### src/hdl/dmrs_pkg.sv
// shared types and constants for the display mode register sanitizer
package dmrs_pkg;

    localparam int DivSteps = 16;

    localparam logic [1:0] CFG_VRAM_SIZE = 2'd0;
    localparam logic [1:0] CFG_MAX_XRES  = 2'd1;
    localparam logic [1:0] CFG_MAX_YRES  = 2'd2;

    localparam logic [31:0] VRAM_SIZE_RST = 32'd16777216;
    localparam logic [15:0] MAX_XRES_RST  = 16'd16000;
    localparam logic [15:0] MAX_YRES_RST  = 16'd12000;

    localparam logic [15:0] SAT16 = 16'hFFFF;

    typedef struct packed {
        logic        en;
        logic [15:0] bpp;
        logic [15:0] xres;
        logic [15:0] vw;
        logic [15:0] yres;
        logic [15:0] xoff;
        logic [15:0] yoff;
        logic [17:0] ll;
        logic [17:0] xbytes;
    } item_t;

endpackage

### src/hdl/dmrs_div.sv
// pipelined restoring divider: lines that fit, one quotient bit per stage
module dmrs_div
    import dmrs_pkg::*;
(
    input  logic        clk,
    input  logic        rst_n,
    input  logic        adv,
    input  logic        in_valid,
    input  item_t       in_item,
    input  logic [31:0] vram_size,
    output logic        out_valid,
    output item_t       out_item,
    output logic [15:0] quot,
    output logic        sat
);

    logic        valid_reg [DivSteps];
    item_t       item_reg  [DivSteps];
    logic [17:0] rem_reg   [DivSteps];
    logic [15:0] q_reg     [DivSteps];
    logic        sat_reg   [DivSteps];

    logic [17:0] rem_in    [DivSteps];
    logic [15:0] q_in      [DivSteps];
    logic        sat_in    [DivSteps];
    item_t       item_in   [DivSteps];
    logic        valid_in  [DivSteps];
    logic [17:0] rem_next  [DivSteps];
    logic [15:0] q_next    [DivSteps];
    logic [18:0] trial     [DivSteps];

    always_comb
    begin
        // quotient saturates when it would not fit in 16 bits
        valid_in[0] = in_valid;
        item_in[0]  = in_item;
        sat_in[0]   = (in_item.ll == 18'd0) || ({2'b00, vram_size[31:16]} >= in_item.ll);
        rem_in[0]   = {2'b00, vram_size[31:16]};
        q_in[0]     = 16'd0;
        for (int k = 1; k < DivSteps; k++)
        begin
            valid_in[k] = valid_reg[k-1];
            item_in[k]  = item_reg[k-1];
            sat_in[k]   = sat_reg[k-1];
            rem_in[k]   = rem_reg[k-1];
            q_in[k]     = q_reg[k-1];
        end
        for (int k = 0; k < DivSteps; k++)
        begin
            trial[k]  = {rem_in[k], vram_size[DivSteps-1-k]};
            q_next[k] = q_in[k];
            if (trial[k] >= {1'b0, item_in[k].ll})
            begin
                rem_next[k] = 18'(trial[k] - {1'b0, item_in[k].ll});
                q_next[k][DivSteps-1-k] = 1'b1;
            end
            else
                rem_next[k] = trial[k][17:0];
        end
    end

    always_ff @(posedge clk or negedge rst_n)
    begin
        if (!rst_n)
        begin
            for (int k = 0; k < DivSteps; k++)
                valid_reg[k] <= 1'b0;
        end
        else if (adv)
        begin
            for (int k = 0; k < DivSteps; k++)
                valid_reg[k] <= valid_in[k];
        end
    end

    always_ff @(posedge clk)
    begin
        if (adv)
        begin
            for (int k = 0; k < DivSteps; k++)
            begin
                item_reg[k] <= item_in[k];
                rem_reg[k]  <= rem_next[k];
                q_reg[k]    <= q_next[k];
                sat_reg[k]  <= sat_in[k];
            end
        end
    end

    assign out_valid = valid_reg[DivSteps-1];
    assign out_item  = item_reg[DivSteps-1];
    assign quot      = q_reg[DivSteps-1];
    assign sat       = sat_reg[DivSteps-1];

endmodule

### config.mk
export PLATFORM = sky130hd
export DESIGN_NAME = dmrs_div
export DESIGN_NICKNAME = d
export VERILOG_FILES = /design/src/hdl/dmrs_pkg.sv /design/src/hdl/dmrs_div.sv
export SDC_FILE = /design/constraint.sdc
export NUM_CORES = 2
export LEC_CHECK = 0
export ABC_AREA = 1
export CORE_ASPECT_RATIO = 1.25
export CORE_UTILIZATION = 40
export CTS_BUF_LIST = sky130_fd_sc_hd__clkbuf_4
export DETAILED_ROUTE_END_ITERATION = 10
export DONT_BUFFER_PORTS = 1
export GPL_TIMING_DRIVEN = 1
export SLEW_MARGIN = 10
export SYNTH_ARGS = -nofsm -noshare
export SYNTH_HDL_FRONTEND = slang
export SYNTH_SLANG_ARGS = --single-unit
### constraint.sdc
create_clock -name clk -period 2.8 [get_ports clk]
set_clock_uncertainty 0.2 [all_clocks]
set_input_delay 0.56 -clock clk [delete_from_list [all_inputs] [get_ports clk]]
set_output_delay 0.56 -clock clk [all_outputs]
set_load 0.01 [all_outputs]
==> out/metrics.cfg <==
[synth]
syn-num-nets = 7543
async_flop_share_pct = 0.624
synth-edff-count = 2550
syn-instance-count = 7056
synth-seq-cells = 2566
yosys.area.top_type = edfxtp_1
netlist_area_um2 = 99500
synth.area.top_cells = edfxtp_1, nand2_1, ha_1
synth-main-ff-cell = edfxtp_1
ys_types = 36
yosys_warnings = 0
seq_area_frac_synth_pct = 77.4
synth_top_area_share_pct = 77.0
synth_area_per_cell_um2 = 14.1

[drt]
drt_iter0_drc = 3196
route.antenna.remaining_nets = 0
drc = 0
wl_per_cell_um = 17.6
drtPass1Iterations = 8
vias = 55300
wirelength_um = 210000
avgViaCountPerCell = 4.63

[clock_tree]
cts_made_buffers = 643
cts-root-buf = clkbuf_4
htree_levels = 6
cts_tree = built
cts_buffer_depth = 4
numClockSinks = 2566
clk_latency_ns = 1.28
clk_pin_slew_ns = 0.07

[finish]
layout_common_cells = edfxtp_1, nand2_1, clkbuf_4, inv_1, nand3_1
largest_reg_flops = 2128
final_common_cell = edfxtp_1
nNetsFinal = 8711
areaGrowthSynthToFinish_pct = 17.6
fin_util_pct = 47.3
layout-drive-gt1-share_pct = 15.2

[worst_hold_path]
min_delay_path_depth = 0
hold_end = item_reg[1][486]
holdCritStartpoint = item_reg[1][353]
hp-class = reg -> reg

[grt]
grt_pass1_vias = 58100
grt_max_degree = 104
grt_overflow = 0
track_usage_pct = 16.7
antenna_found_initial = 15
grt_pass1_wl_um = 323000

[floorplanning]
row_count = 204
die_y_um = 560
die_x_um = 448
core_area_um2 = 247000
dieArea_um2 = 251000
ios = 320
start_util_pct = 40.3

[pwr]
peakVddDrop_mv = 0.576
power_mw = 105
leakagePower_nw = 46.9
power.density_nw_per_um2 = 897

[timing]
slew_violations = 0
hold_violations = 0
worst_slack_ns = -0.0429
worst_pin_slew_ns = 0.821
min_period_ns = 2.84
rsz0062_at_grt = true
slew-limit-headroom_pct = 45.3
setup-violations-final = 3
tns_ns = -0.0450
holdWs_ns = 0.0945
max_freq_mhz = 352
min_period_over_period_pct = 102

[placed_design]
place_hpwl_um = 147000
routabilityCongestion = 0.911
portBuffers = 0

[critical_path]
cp.arrival_ns = 3.65
endpoint_kind = flop
r2r_cells = 9
r2r-end = rem_reg[1][51]
rrSetupSlack_ns = 0.13
rr_startpoint = rem_reg[1][23]
crit_path_start_kind = input port
critPathRequiredTime_ns = 3.61
cp_max_fo = 16
worst-setup-path-type = in -> reg

[flow_run]
maxCapViolations = 0

[run_status]
status = finished with violations
violations = negative setup slack

-- worst max-delay path by stage --
stage,end,slack (ns),cells past startpoint,from
global placement,rem_reg[1][51],-0.02,10,item_reg[1][168]
finish,rem_reg[0][12],-0.04,13,in_item[28]
detailed placement,rem_reg[1][51],0.03,10,item_reg[1][168]
CTS,out_item[4],-0.16,0,item_reg[1][935]
global route,out_item[4],-0.06,0,item_reg[1][935]
floorplan,rem_reg[0][10],0.29,12,vram_size[15]
-- area by class of cell --
| type | count | area (um^2) |
|---|---|---|
| Timing Repair Buffer | 575 | 5750 |
| Sequential cell | 2566 | 77000 |
| Fill cell | 22100 | 130000 |
| Tap cell | 3296 | 4120 |
| Inverter | 824 | 3090 |
| Multi-Input combinational cell | 3614 | 19200 |
| Clock inverter | 177 | 1110 |
| Antenna cell | 14 | 35.0 |
| Clock buffer | 885 | 6640 |
-- cell usage after synthesis (9+ instances only) --
master	n
inv_1	823
nand3_1	449
ha_1	303
xor2_1	113
buf_6	18
clkbuf_1	9
buf_2	23
nand4_1	42
a21oi_1	159
dfrtp_1	16
o21bai_1	16
nand2_2	33
edfxtp_1	2550
or2_2	26
fa_1	15
nor2_1	396
nor4_1	10
a21oi_2	12
nand3b_1	113
nand2_1	1738
nor3_1	57
and2_1	13
o21ai_0	88
-- layer usage --
metal	vias to the layer above	GRT usage (%)	wire length, um
met5	-	0	84
met4	12	8.05	9330
met3	521	4.01	10300
met2	1268	30.2	110000
met1	26100	18.1	80300
li1	27300	-	-
-- timing repair --
item / 4_1_cts / 5_1_grt
hold buffers: 346 / 7
endpoints found under the hold margin: 2858 / 7
setup buffers: 1 / 3
endpoints found under the setup margin: 17 / 61
resized for setup: 0 / 43
pin swaps: 0 / 2
-- logic make-up (layout without fill, tap and decap cells) --
logic type / Yosys count / count (layout) / synth area share [%]
AOI/OAI and AO/OA: 288 / 288 / 1.62
xor gates and xnor gates: 119 / 119 / 1.05
adders and majority gates: 318 / 318 / 4.11
buffers and inverters: 876 / 2461 / 3.49
DFF: 2566 / 2566 / 77.4
other: 0 / 14 / 0
and+or+nand+nor: 2889 / 2889 / 12.4
-- power breakdown --
| part | internal [mW] | switching, mW |
|---|---|---|
| Sequential | 47.7 | 2.35 |
| Clock | 15.5 | 14.4 |
| Combinational | 8.84 | 16.1 |
-- critical path, cell delays in order --
cell and delay [ns]:
dlygate4sd3_1 0.52, dlygate4sd3_1 0.57, inv_1 0.09, ha_2 0.41, nand2_2 0.10, nor2_4 0.13
nand2_2 0.09, nor2_4 0.12, a31oi_4 0.10, buf_4 0.21, nand3_1 0.10, dlygate4sd3_1 0.58
nand2_2 0.05
-- through the flow --
step | cells | area [um^2] | worst slack, ns
global route | 11900 | 117000 | -0.0634
CTS | 11900 | 117000 | -0.163
detailed placement | 10500 | 105000 | 0.0259
finish | 12000 | 117000 | -0.0429
floorplan | 7056 | 99500 | 0.292
global placement | 10500 | 105000 | -0.0219
Power figures use the tool's default switching activity.
