<file path="src/hdl/dmrs_pkg.sv">
// shared types and constants for the display mode register sanitizer
package dmrs_pkg;

    localparam int DivSteps = 16;

    localparam logic [1:0] CFG_VRAM_SIZE = 2'd0;
    localparam logic [1:0] CFG_MAX_XRES  = 2'd1;
    localparam logic [1:0] CFG_MAX_YRES  = 2'd2;

    localparam logic [31:0] VRAM_SIZE_RST = 32'd16777216;
    localparam logic [15:0] MAX_XRES_RST  = 16'd16000;
    localparam logic [15:0] MAX_YRES_RST  = 16'd12000;

    localparam logic [15:0] SAT16 = 16'hFFFF;

    typedef struct packed {
        logic        en;
        logic [15:0] bpp;
        logic [15:0] xres;
        logic [15:0] vw;
        logic [15:0] yres;
        logic [15:0] xoff;
        logic [15:0] yoff;
        logic [17:0] ll;
        logic [17:0] xbytes;
    } item_t;

endpackage

</file>
<file path="src/hdl/dmrs_front.sv">
// first stage: depth check, width rounding, size and offset clamps, line and offset bytes
module dmrs_front
    import dmrs_pkg::*;
(
    input  logic        clk,
    input  logic        rst_n,
    input  logic        adv,
    input  logic        in_valid,
    input  logic        enable,
    input  logic [15:0] req_bpp,
    input  logic [15:0] req_xres,
    input  logic [15:0] req_virt_width,
    input  logic [15:0] req_yres,
    input  logic [15:0] req_x_offset,
    input  logic [15:0] req_y_offset,
    input  logic [15:0] max_xres,
    input  logic [15:0] max_yres,
    output logic        out_valid,
    output item_t       out_item
);

    logic        valid_reg;
    item_t       item_reg;
    item_t       item_next;
    logic [5:0]  bits;
    logic [15:0] bpp_f;
    logic [15:0] xr;
    logic [15:0] vw;
    logic [15:0] yr;
    logic [21:0] ll_prod;
    logic [21:0] xb_prod;

    always_comb
    begin
        bits  = 6'd8;
        bpp_f = 16'd8;
        unique case (req_bpp)
            16'd4, 16'd8, 16'd16, 16'd24, 16'd32:
            begin
                bits  = req_bpp[5:0];
                bpp_f = req_bpp;
            end
            16'd15:
            begin
                bits  = 6'd16;
                bpp_f = req_bpp;
            end
            default:
            begin
                bits  = 6'd8;
                bpp_f = 16'd8;
            end
        endcase

        xr = {req_xres[15:3], 3'b000};
        if (xr == 16'd0)
            xr = 16'd8;
        if (xr > max_xres)
            xr = max_xres;
        vw = {req_virt_width[15:3], 3'b000};
        if (vw > max_xres)
            vw = max_xres;
        if (vw < xr)
            vw = xr;
        yr = req_yres;
        if (yr == 16'd0)
            yr = 16'd1;
        if (yr > max_yres)
            yr = max_yres;

        item_next.en = enable;
        if (enable)
        begin
            item_next.bpp  = bpp_f;
            item_next.xres = xr;
            item_next.vw   = vw;
            item_next.yres = yr;
            item_next.xoff = (req_x_offset > max_xres) ? max_xres : req_x_offset;
            item_next.yoff = (req_y_offset > max_yres) ? max_yres : req_y_offset;
        end
        else
        begin
            item_next.bpp  = req_bpp;
            item_next.xres = req_xres;
            item_next.vw   = req_virt_width;
            item_next.yres = req_yres;
            item_next.xoff = req_x_offset;
            item_next.yoff = req_y_offset;
        end
        ll_prod = item_next.vw * bits;
        xb_prod = item_next.xoff * bits;
        item_next.ll     = ll_prod[20:3];
        item_next.xbytes = xb_prod[20:3];
    end

    always_ff @(posedge clk or negedge rst_n)
    begin
        if (!rst_n)
            valid_reg <= 1'b0;
        else if (adv)
            valid_reg <= in_valid;
    end

    always_ff @(posedge clk)
    begin
        if (adv && in_valid)
            item_reg <= item_next;
    end

    assign out_valid = valid_reg;
    assign out_item  = item_reg;

endmodule

</file>
<file path="config.mk">
export PLATFORM = sky130hd
export DESIGN_NAME = dmrs_front
export DESIGN_NICKNAME = d
export VERILOG_FILES = /design/src/hdl/dmrs_pkg.sv /design/src/hdl/dmrs_front.sv
export SDC_FILE = /design/constraint.sdc
export NUM_CORES = 1
export LEC_CHECK = 0
export BUFFER_PORTS_ARGS = -buffer_cell sky130_fd_sc_hd__clkbuf_2
export CORE_AREA = 3 3 219 221
export DETAILED_ROUTE_END_ITERATION = 6
export DIE_AREA = 0 0 222 224
export SKIP_LAST_GASP = 1
export SYNTH_ARGS = -nofsm -noshare
export SYNTH_HDL_FRONTEND = slang
export SYNTH_SLANG_ARGS = --single-unit
</file>
<file path="constraint.sdc">
create_clock -name clk -period 0.8 [get_ports clk]
set_input_delay 0.04 -clock clk [delete_from_list [all_inputs] [get_ports clk]]
set_output_delay 0.04 -clock clk [all_outputs]
set_load 0.01 [all_outputs]
</file>
==> results_dict.tcl <==
set metrics [dict create \
    status "finished with violations" \
    violations "hold timing, setup timing" \
    syn_inst 1314 \
    clk_path_buf_depth 2 \
    slowest_stage "or4_4" \
    reg2reg_slack_ns 0.05 \
    fin_ws_ns -6.23 \
    p_total_mw 38.6 \
    remaining_drc_errors 0 \
    timing.rr.start "out_valid" \
    synth_area_leaders "edfxtp_1, fa_1, ha_1" \
    die_area_um2 49700 \
    antenna_cells 0 \
    gp_congestion 0.903 \
    rows 79 \
    cts_sinks 134 \
    clk_latency_ns 0.48 \
    hold_depth 3 \
    synth_top_area_share_pct 30.9 \
    ant_nets 0 \
    vias 12380 \
    mappedNetlistArea_um2 12900 \
    initial_core_util_pct 27.9 \
    crit_required_ns 1.01 \
    dieHeight_um 224 \
    final_cell_mix "buf_4, clkbuf_2, inv_1" \
    drv_slew 0 \
    cp-start-kind "input pin" \
    ys_ff_latch 134 \
    min_from "max_yres[11]" \
    grt_max_degree 47 \
    hold_path_class "input pin to flip-flop" \
    worstRegToRegCells 1 \
    skew_ns 0 \
    port_buffers 266 \
    critPathMaxFanout 8 \
    avgSynthCellArea_um2 9.83 \
    hold_viol_final 6 \
    worstHoldEndpoint "out_item[47]" \
    grt_overflow 0 \
    viasPerCell 4.60 \
    ir_drop_mv 1.34 \
    crit_arrival_ns 7.24 \
    async_flop_share_pct 0.746 \
    dp_slack_ns -6.98 \
    mostFrequentLayoutCell "buf_4" \
    cts_tree "built" \
    first_global_vias 13046 \
    relSlewSlack_pct 39.7 \
    path_class "input pin to flip-flop" \
    power_density_nw_per_um2 1800 \
    p_leak_nw 10.1 \
    holdWs_ns -0.00903 \
    drtIter0Drc 450 \
    drv_cap 0 \
    dr.pass1.iters 4 \
    grt_pass1_wl_mm 69.4 \
    routedWlPerCell_um 17.1 \
    period_share_pct 879 \
    worst_pin_slew_ns 0.901 \
    ys_seq_area_share_pct 31.1 \
    final_util_pct 46.4 \
    synth_ff_type "edfxtp_1" \
    r2r_end "out_valid" \
    cts_buffers 17 \
    grt.total_usage_pct 18.1 \
    finalNetCount 2458 \
    syn_to_final_growth_pct 66.4 \
    final_layout_size_suffix_gt1_share_pct 48.6 \
    slowest_delay_ns 0.54 \
    antenna_found_initial 0 \
    min_period_ns 7.03 \
    fmax_mhz 142 \
    die_w_um 222 \
    synth_edf_count 133 \
    fp.coreArea_um2 46400 \
    synth_area_leader_cell "edfxtp_1" \
    cp-end-kind "flip-flop" \
    synthDistinctLibCells 58 \
    setup_viol 266 \
    rsz0062_at_grt "yes" \
    yosysWarnings 0 \
    ioPinCount 267 \
    drt_wl_total_mm 46.0 \
    worstSetupStartpoint "max_xres[11]" \
    dp_hpwl_mm 36.3 \
    htreeDepth 4 \
    clk_pin_slew_ns 0.07 \
    cts_root_buffer "clkbuf_16" \
]
==> cell usage after synthesis (8+ instances only) <==
master    instances
inv_1           192
ha_1            143
edfxtp_1        133
nand2_1         129
nor2_1          123
fa_1            112
a21oi_1          62
clkbuf_1         52
o21ai_0          46
mux2_2           33
mux2i_1          25
xnor2_1          25
nor2b_1          22
nand3_1          17
o21a_1           17
a21o_1           15
nand4_1          15
o31a_1           14
and3_1           13
nor3_1           13
nor4_1           13
o21ai_1          10
and2_1            9
nand2b_1          8
xor2_1            8
==> state kept, by name, summed over array words and instances (netlist names) <==
signal,cells
out_item,133
out_valid,1
==> where the power goes <==
group	total [mW]	switching (mW)	internal, mW
clock	7.88	3.55	4.33
sequential	9.56	0.337	9.22
combinational	21.2	10.1	11.1
==> kinds of logic (layout without fill, tap and decap cells) <==
logic type      count (synthesis)  after routing  synth area share (%)
simple gates                  374            375                  13.0
fa+ha+maj                     255            255                  31.2
buf+inv                       251            960                  7.42
compound gates                207            208                  10.2
flops                         134            134                  31.1
mux                            58             58                  4.81
xor+xnor                       33             33                  2.24
other cells                     2             60                0.0581
==> worst max-delay path, delay by kind of cell <==
kind	cells	cell delay [ns]
AO/OA/AOI/OAI	13	2.52
buffers and inverters	5	0.40
multiplexers	1	0.33
adder cells (fa/ha/maj)	6	2.18
AND/OR/NAND/NOR	8	1.77
==> worst max-delay path by stage <==
stage / slack [ns] / endpoint / cells after the start
6_report: -6.23 / out_item[35] / 33
3_5_place_dp: -6.98 / out_item[35] / 34
5_1_grt: -6.51 / out_item[35] / 35
2_1_floorplan: -6.61 / out_item[35] / 33
3_3_place_gp: -6.72 / out_item[35] / 34
4_1_cts: -6.16 / out_item[35] / 34
==> stage by stage <==
step,hold slack [ns],TNS (ns),area (um2),instances
global placement,-0.184,-390.07,18400,2528
floorplan,-0.256,-403.55,13900,1372
detailed placement,-0.184,-396.00,18400,2528
CTS,-0.0607,-333.06,20000,2635
finish,-0.00903,-331.58,21500,2690
global route,-0.0281,-357.18,21500,2690
==> final cells by class <==
class,instances,area (um2)
fillers,4284,24900
multi-input cells,989,9830
repair buffers,735,5560
flip-flops and latches,134,4020
well taps,607,759
inverters,193,749
clock buffers,17,425
clock inverters,15,146
==> layer usage <==
| metal | share of wire (%) | vias to the layer above | global-route usage (%) | wire (um) |
|---|---|---|---|---|
| li1 | - | 5931 | - | - |
| met1 | 41 | 6062 | 21.1 | 18900 |
| met2 | 52 | 309 | 33.6 | 23900 |
| met3 | 4.3 | 78 | 3.60 | 1960 |
| met4 | 2.6 | 0 | 5.49 | 1200 |
| met5 | 0 | - | 0 | 0 |
==> what timing repair did <==
item | 4_1_cts | 5_1_grt
cloned | 4 | 4
setup endpoints to repair | 266 | 266
gates resized for setup | 101 | 254
hold endpoints to repair | 50 | 19
pin swaps | 67 | 122
hold buffers | 37 | 1
setup buffers | 38 | 58
Note: power is estimated with default switching activity, not from simulation.
