===== src/hdl/dmrs_pkg.sv =====
// shared types and constants for the display mode register sanitizer
package dmrs_pkg;

    localparam int DivSteps = 16;

    localparam logic [1:0] CFG_VRAM_SIZE = 2'd0;
    localparam logic [1:0] CFG_MAX_XRES  = 2'd1;
    localparam logic [1:0] CFG_MAX_YRES  = 2'd2;

    localparam logic [31:0] VRAM_SIZE_RST = 32'd16777216;
    localparam logic [15:0] MAX_XRES_RST  = 16'd16000;
    localparam logic [15:0] MAX_YRES_RST  = 16'd12000;

    localparam logic [15:0] SAT16 = 16'hFFFF;

    typedef struct packed {
        logic        en;
        logic [15:0] bpp;
        logic [15:0] xres;
        logic [15:0] vw;
        logic [15:0] yres;
        logic [15:0] xoff;
        logic [15:0] yoff;
        logic [17:0] ll;
        logic [17:0] xbytes;
    } item_t;

endpackage


===== src/hdl/dmrs_back.sv =====
// height clamp, window products, overrun checks and output register
module dmrs_back
    import dmrs_pkg::*;
(
    input  logic        clk,
    input  logic        rst_n,
    input  logic        adv,
    input  logic        in_valid,
    input  item_t       in_item,
    input  logic [15:0] quot,
    input  logic        sat,
    input  logic [31:0] vram_size,
    output logic        out_valid,
    output logic        applied,
    output logic [15:0] fixed_bpp,
    output logic [15:0] fixed_xres,
    output logic [15:0] fixed_virt_width,
    output logic [15:0] fixed_yres,
    output logic [15:0] fixed_x_offset,
    output logic [15:0] fixed_y_offset,
    output logic [15:0] virt_height,
    output logic [17:0] line_bytes,
    output logic [29:0] start_word
);

    logic        mv_reg;
    item_t       mi_reg;
    logic [15:0] mvh_reg;
    logic [33:0] py_reg;
    logic [33:0] pr_reg;
    item_t       mi_next;
    logic [15:0] maxy;

    logic        ov_reg;
    logic        ap_reg;
    logic [15:0] bpp_reg, xr_reg, vw_reg, yr_reg, xo_reg, yo_reg, vh_reg;
    logic [17:0] ll_reg;
    logic [29:0] sw_reg;
    logic [35:0] sum_a;
    logic [35:0] sum_b;
    logic [34:0] offset;
    logic [15:0] xo_next;
    logic [15:0] yo_next;

    always_comb
    begin
        maxy    = sat ? SAT16 : quot;
        mi_next = in_item;
        if (in_item.en && (in_item.yres > maxy))
            mi_next.yres = maxy;
    end

    always_ff @(posedge clk or negedge rst_n)
    begin
        if (!rst_n)
        begin
            mv_reg <= 1'b0;
            ov_reg <= 1'b0;
        end
        else if (adv)
        begin
            mv_reg <= in_valid;
            ov_reg <= mv_reg;
        end
    end

    always_ff @(posedge clk)
    begin
        if (adv)
        begin
            mi_reg  <= mi_next;
            mvh_reg <= maxy;
            py_reg  <= mi_next.yoff * mi_next.ll;
            pr_reg  <= mi_next.yres * mi_next.ll;
        end
    end

    // pan is dropped vertically first, then horizontally, if the window overruns
    always_comb
    begin
        sum_a   = 36'(mi_reg.xbytes) + 36'(py_reg) + 36'(pr_reg);
        sum_b   = 36'(mi_reg.xbytes) + 36'(pr_reg);
        xo_next = mi_reg.xoff;
        yo_next = mi_reg.yoff;
        offset  = 35'(mi_reg.xbytes) + 35'(py_reg);
        if (mi_reg.en && (sum_a > 36'(vram_size)))
        begin
            yo_next = 16'd0;
            offset  = 35'(mi_reg.xbytes);
            if (sum_b > 36'(vram_size))
            begin
                xo_next = 16'd0;
                offset  = 35'd0;
            end
        end
    end

    always_ff @(posedge clk)
    begin
        if (adv)
        begin
            ap_reg  <= mi_reg.en;
            bpp_reg <= mi_reg.bpp;
            xr_reg  <= mi_reg.xres;
            vw_reg  <= mi_reg.vw;
            yr_reg  <= mi_reg.yres;
            xo_reg  <= xo_next;
            yo_reg  <= yo_next;
            vh_reg  <= mi_reg.en ? mvh_reg : 16'd0;
            ll_reg  <= mi_reg.en ? mi_reg.ll : 18'd0;
            sw_reg  <= mi_reg.en ? offset[31:2] : 30'd0;
        end
    end

    assign out_valid        = ov_reg;
    assign applied          = ap_reg;
    assign fixed_bpp        = bpp_reg;
    assign fixed_xres       = xr_reg;
    assign fixed_virt_width = vw_reg;
    assign fixed_yres       = yr_reg;
    assign fixed_x_offset   = xo_reg;
    assign fixed_y_offset   = yo_reg;
    assign virt_height      = vh_reg;
    assign line_bytes       = ll_reg;
    assign start_word       = sw_reg;

endmodule


===== config.mk =====
export PLATFORM = sky130hd
export DESIGN_NAME = dmrs_back
export DESIGN_NICKNAME = d
export VERILOG_FILES = /design/src/hdl/dmrs_pkg.sv /design/src/hdl/dmrs_back.sv
export SDC_FILE = /design/constraint.sdc
export NUM_CORES = 2
export LEC_CHECK = 0
export ABC_CLOCK_PERIOD_IN_PS = 7250
export BUFFER_PORTS_ARGS = -buffer_cell sky130_fd_sc_hd__buf_2
export CORE_ASPECT_RATIO = 1.25
export CORE_MARGIN = 8
export CORE_UTILIZATION = 40
export CTS_BUF_LIST = sky130_fd_sc_hd__clkbuf_8
export DETAILED_ROUTE_END_ITERATION = 16
export SLEW_MARGIN = 5
export SYNTH_ARGS = -nofsm -noshare
export SYNTH_HDL_FRONTEND = slang
export SYNTH_SLANG_ARGS = --single-unit
export TNS_END_PERCENT = 100

===== constraint.sdc =====
create_clock -name clk -period 7.25 [get_ports clk]
set_clock_uncertainty 0.05 [all_clocks]
set_input_delay 1.0875 -clock clk [delete_from_list [all_inputs] [get_ports clk]]
set_output_delay 1.0875 -clock clk [all_outputs]
set_load 0.01 [all_outputs]

==> report_table.html <==
<table>
<tr><th>Metric</th><th>Value</th></tr>
<tr><th colspan="2">Run status</th></tr>
<tr><td>Violated checks</td><td>negative setup slack</td></tr>
<tr><td>Status</td><td>finished, violations left</td></tr>
<tr><th colspan="2">Finish</th></tr>
<tr><td>Final net count</td><td>5122</td></tr>
<tr><td>Area added between synthesis and finish</td><td>20.4%</td></tr>
<tr><td>Max reg flops</td><td>roughly 130</td></tr>
<tr><td>Fraction of layout instances using a drive strength above 1</td><td>between 20 and 25%</td></tr>
<tr><td>Count of fill cells added during filler insertion</td><td>between 8000 and 9000</td></tr>
<tr><th colspan="2">Clock network</th></tr>
<tr><td>TritonCTS sink count</td><td>380</td></tr>
<tr><td>CTS buffer count</td><td>66</td></tr>
<tr><td>Longest Clk Path Bufs</td><td>3</td></tr>
<tr><td>Clock Tree Root</td><td>sky130_fd_sc_hd__clkbuf_8</td></tr>
<tr><td>Clock latency at the later pin of the worst-skew pair</td><td>between 0.6 and 0.7 ns</td></tr>
<tr><td>Clock-pin slew on the worst setup and hold paths</td><td>0.06 ns</td></tr>
<tr><td>H-tree level count</td><td>3</td></tr>
<tr><td>TritonCTS clock tree</td><td>yes</td></tr>
<tr><td>Post-CTS Hold Buffers</td><td>0</td></tr>
<tr><th colspan="2">Worst setup path</th></tr>
<tr><td>Type of the worst setup path</td><td>in -&gt; reg</td></tr>
<tr><td>Startpoint class of the critical path</td><td>primary input</td></tr>
<tr><td>Crit path required time</td><td>between 7 and 8 ns</td></tr>
<tr><td>Length in cells of the worst reg-to-reg path</td><td>27</td></tr>
<tr><td>Critical Path Sink Type</td><td>flip-flop</td></tr>
<tr><td>Worst-path fanout max</td><td>7</td></tr>
<tr><td>Startpoint of the worst-slack reg-to-reg timing path</td><td>mi_reg[1]$_DFFE_PP_</td></tr>
<tr><td>Largest stage delay on the critical path</td><td>0.55 ns</td></tr>
<tr><td>Terminus of the critical flop-to-flop path</td><td>start_word[4]$_SDFFCE_PN0P_</td></tr>
<tr><td>CP max-delay cell</td><td>sky130_fd_sc_hd__fa_1</td></tr>
<tr><td>Register-to-register setup slack</td><td>between 0.4 and 0.5 ns</td></tr>
<tr><td>Data arrival time at the worst-slack endpoint</td><td>8.71 ns</td></tr>
<tr><th colspan="2">Place</th></tr>
<tr><td>I/O Buffers</td><td>around 350</td></tr>
<tr><td>Routability Congestion</td><td>0.886</td></tr>
<tr><td>Placement Setup Slack</td><td>-1.90 ns</td></tr>
<tr><td>Detailed placer's ending HPWL</td><td>81.7 mm</td></tr>
<tr><th colspan="2">Timing</th></tr>
<tr><td>Max Clk Rate</td><td>between 0.1 and 0.15 GHz</td></tr>
<tr><td>RSZ-0062 raised after global routing</td><td>true</td></tr>
<tr><td>Minimum clock period</td><td>around 8.3 ns</td></tr>
<tr><td>Tightest Pin Transition</td><td>around 1 ns</td></tr>
<tr><td>Total count of hold-check failures in the final report</td><td>0</td></tr>
<tr><td>Slew Viols, Final</td><td>0</td></tr>
<tr><td>Setup Viol. Count Final</td><td>24</td></tr>
<tr><td>Slack of the critical path</td><td>-1.09 ns</td></tr>
<tr><td>Worst slew margin relative to its limit</td><td>between 30% and 40%</td></tr>
<tr><td>Fraction of the cycle the final worst path needs</td><td>115%</td></tr>
<tr><th colspan="2">Route</th></tr>
<tr><td>Initial DRC Count</td><td>about 1400</td></tr>
<tr><td>Mean number of vias per cell</td><td>5.02</td></tr>
<tr><td>Total DRC errors in the routed layout</td><td>0</td></tr>
<tr><td>Detailed-routing iteration count for the pre-antenna-repair pass</td><td>6</td></tr>
<tr><td>Drt total wl</td><td>101 mm</td></tr>
<tr><td>Routed length per instance</td><td>about 19 um</td></tr>
<tr><td>Total via count in the routed design</td><td>26923</td></tr>
<tr><td>Residual antenna-violating net count after detailed routing</td><td>0</td></tr>
<tr><th colspan="2">Synth</th></tr>
<tr><td>Predominant post-synthesis flop cell</td><td>sky130_fd_sc_hd__edfxtp_1</td></tr>
<tr><td>Post-Syn Instances</td><td>roughly 3500</td></tr>
<tr><td>Net count after synthesis</td><td>roughly 4500</td></tr>
<tr><td>Post-synthesis async set-or-reset flop share</td><td>0.526%</td></tr>
<tr><td>Synth Area per Inst</td><td>approximately 11 sq um</td></tr>
<tr><td>Number of unique standard cell types used by synthesis</td><td>75</td></tr>
<tr><td>Total standard cell area after synthesis</td><td>37200 sq um</td></tr>
<tr><td>Post-synthesis sequential area ratio</td><td>between 30% and 40%</td></tr>
<tr><td>Synth Register Bits</td><td>380</td></tr>
<tr><td>Number of synthesized flops with an enable pin</td><td>roughly 380</td></tr>
<tr><td>Yosys warning total</td><td>0</td></tr>
<tr><th colspan="2">GRT</th></tr>
<tr><td>Initial antenna violation count</td><td>7</td></tr>
<tr><td>Largest net degree at the start of global routing</td><td>130</td></tr>
<tr><td>GRT Total Usage</td><td>about a fifth</td></tr>
<tr><td>Wire length of the first global-routing pass</td><td>~160 mm</td></tr>
<tr><td>Global route overflow</td><td>0</td></tr>
<tr><td>Number of global-route vias before repair</td><td>28097</td></tr>
<tr><th colspan="2">Die</th></tr>
<tr><td>Die footprint</td><td>around 100000 sq um</td></tr>
<tr><td>Initial core utilization</td><td>about 40%</td></tr>
<tr><td>Width of the die</td><td>between 200 and 300 um</td></tr>
<tr><td>Number of top-level pins</td><td>around 350</td></tr>
<tr><td>Number of placement rows</td><td>roughly 130</td></tr>
<tr><td>Floorplan Core Area</td><td>roughly 93000 sq um</td></tr>
<tr><td>Die extent in y</td><td>357 um</td></tr>
<tr><th colspan="2">Worst hold path</th></tr>
<tr><td>Class of the tightest hold or removal check</td><td>in -&gt; async</td></tr>
<tr><th colspan="2">Flow run</th></tr>
<tr><td>Max-cap violations</td><td>0</td></tr>
</table>
==> layout by cell type (no fill, tap or decap), drive strengths merged, types with 14 or more instances in the layout <==
cell / instances
ha: 375
a211oi: 17
nor2b: 20
nand3: 37
nand2b: 14
xnor2: 92
o21a: 16
fa: 464
edfxtp: 378
nand4: 27
xor2: 47
mux2: 23
o21ai: 70
or2: 21
a21o: 79
and3: 14
inv: 578
clkbuf: 67
o21bai: 16
nor2: 89
nor3: 27
buf: 674
a21boi: 24
and2: 289
clkinv: 23
nand2: 407
a21oi: 128
==> repair_timing <==
action,CTS,global route
endpoints found under the setup margin,24,52
setup buffers,10,17
gates cloned,4,2
resized for setup,59,66
pin swaps,40,35
endpoints found under the hold margin,0,0
==> routing by layer <==
layer / vias up / share of wire, % / track usage [%]
met3: 180 / 5.3 / 2.66
met4: 2 / 4.8 / 9.47
met1: 13419 / 38 / 22.6
li1: 12619 / - / -
met5: - / 0.013 / 0
met2: 703 / 52 / 34.9
==> cells by family after synthesis <==
family / after synthesis / share of synthesized area (%)
XOR/XNOR: 139 / 3.27
AO/OA/AOI/OAI: 433 / 7.71
multiplexers: 21 / 0.626
AND/OR/NAND/NOR: 979 / 13.1
buffers and inverters: 681 / 7.03
flip-flops: 380 / 30.7
adder cells (fa/ha/maj): 839 / 37.6
==> layout make-up <==
class	instances	area (sq um)	share of cell area (%)
inverter	559	2100	4.69
tap	1206	1510	3.37
antenna	8	20.0	0.0447
timing repair buffer	674	4450	9.94
multi-input combinational	2416	23900	53.5
sequential	380	11400	25.5
clock inverter	51	399	0.892
clock buffer	67	922	2.06
==> synth_stat cells, drive strengths merged (37+ instances only) <==
| master | number | area share [%] |
|---|---|---|
| inv | 559 | 5.6 |
| fa | 464 | 25 |
| nand2 | 407 | 4.1 |
| edfxtp | 378 | 31 |
| ha | 375 | 13 |
| and2 | 289 | 4.9 |
| a21oi | 128 | 1.7 |
| clkbuf | 100 | 1.0 |
| xnor2 | 92 | 2.2 |
| nor2 | 89 | 0.90 |
| a21o | 79 | 1.6 |
| o21ai | 70 | 0.94 |
| xor2 | 47 | 1.1 |
| nand3 | 37 | 0.51 |
==> per-stage QoR <==
| step | area (sq um) | instances | utilization (%) | TNS, ns | hold WS, ns |
|---|---|---|---|---|---|
| final | 44700 | 5361 | 48.3 | -18.06 | 0.155 |
| after global routing | 44700 | 5359 | 48.3 | -22.11 | 0.114 |
| after CTS | 44300 | 5339 | 47.9 | -15.89 | 0.0845 |
| after detailed placement | 42700 | 5211 | 46.1 | -38.20 | 0.355 |
| after global placement | 42700 | 5211 | 46.1 | -38.17 | 0.350 |
| after floorplan | 37500 | 3472 | - | -25.96 | 0.350 |
==> worst max-delay path, delay by kind of cell <==
family | cells | cell delay, ns
fa+ha+maj | 8 | 3.39
simple gates | 5 | 0.93
mux | 1 | 0.37
buf+inv | 5 | 0.49
compound gates | 13 | 2.39
xor+xnor | 1 | 0.07
==> worst max-delay path by stage <==
stage | slack, ns | cells after the start | endpoint | start
after floorplan | -1.60 | 33 | pr_reg[33]$_DFFE_PP_ | sat
after global placement | -1.88 | 37 | pr_reg[33]$_DFFE_PP_ | sat
after detailed placement | -1.90 | 38 | pr_reg[29]$_DFFE_PP_ | sat
after CTS | -1.01 | 33 | pr_reg[33]$_DFFE_PP_ | sat
after global routing | -1.29 | 36 | pr_reg[33]$_DFFE_PP_ | sat
final | -1.09 | 33 | pr_reg[33]$_DFFE_PP_ | sat
Power is left out: the tool's default activity adds up to more than one toggle a clock period on the data nets, which glitch-free logic cannot reach.
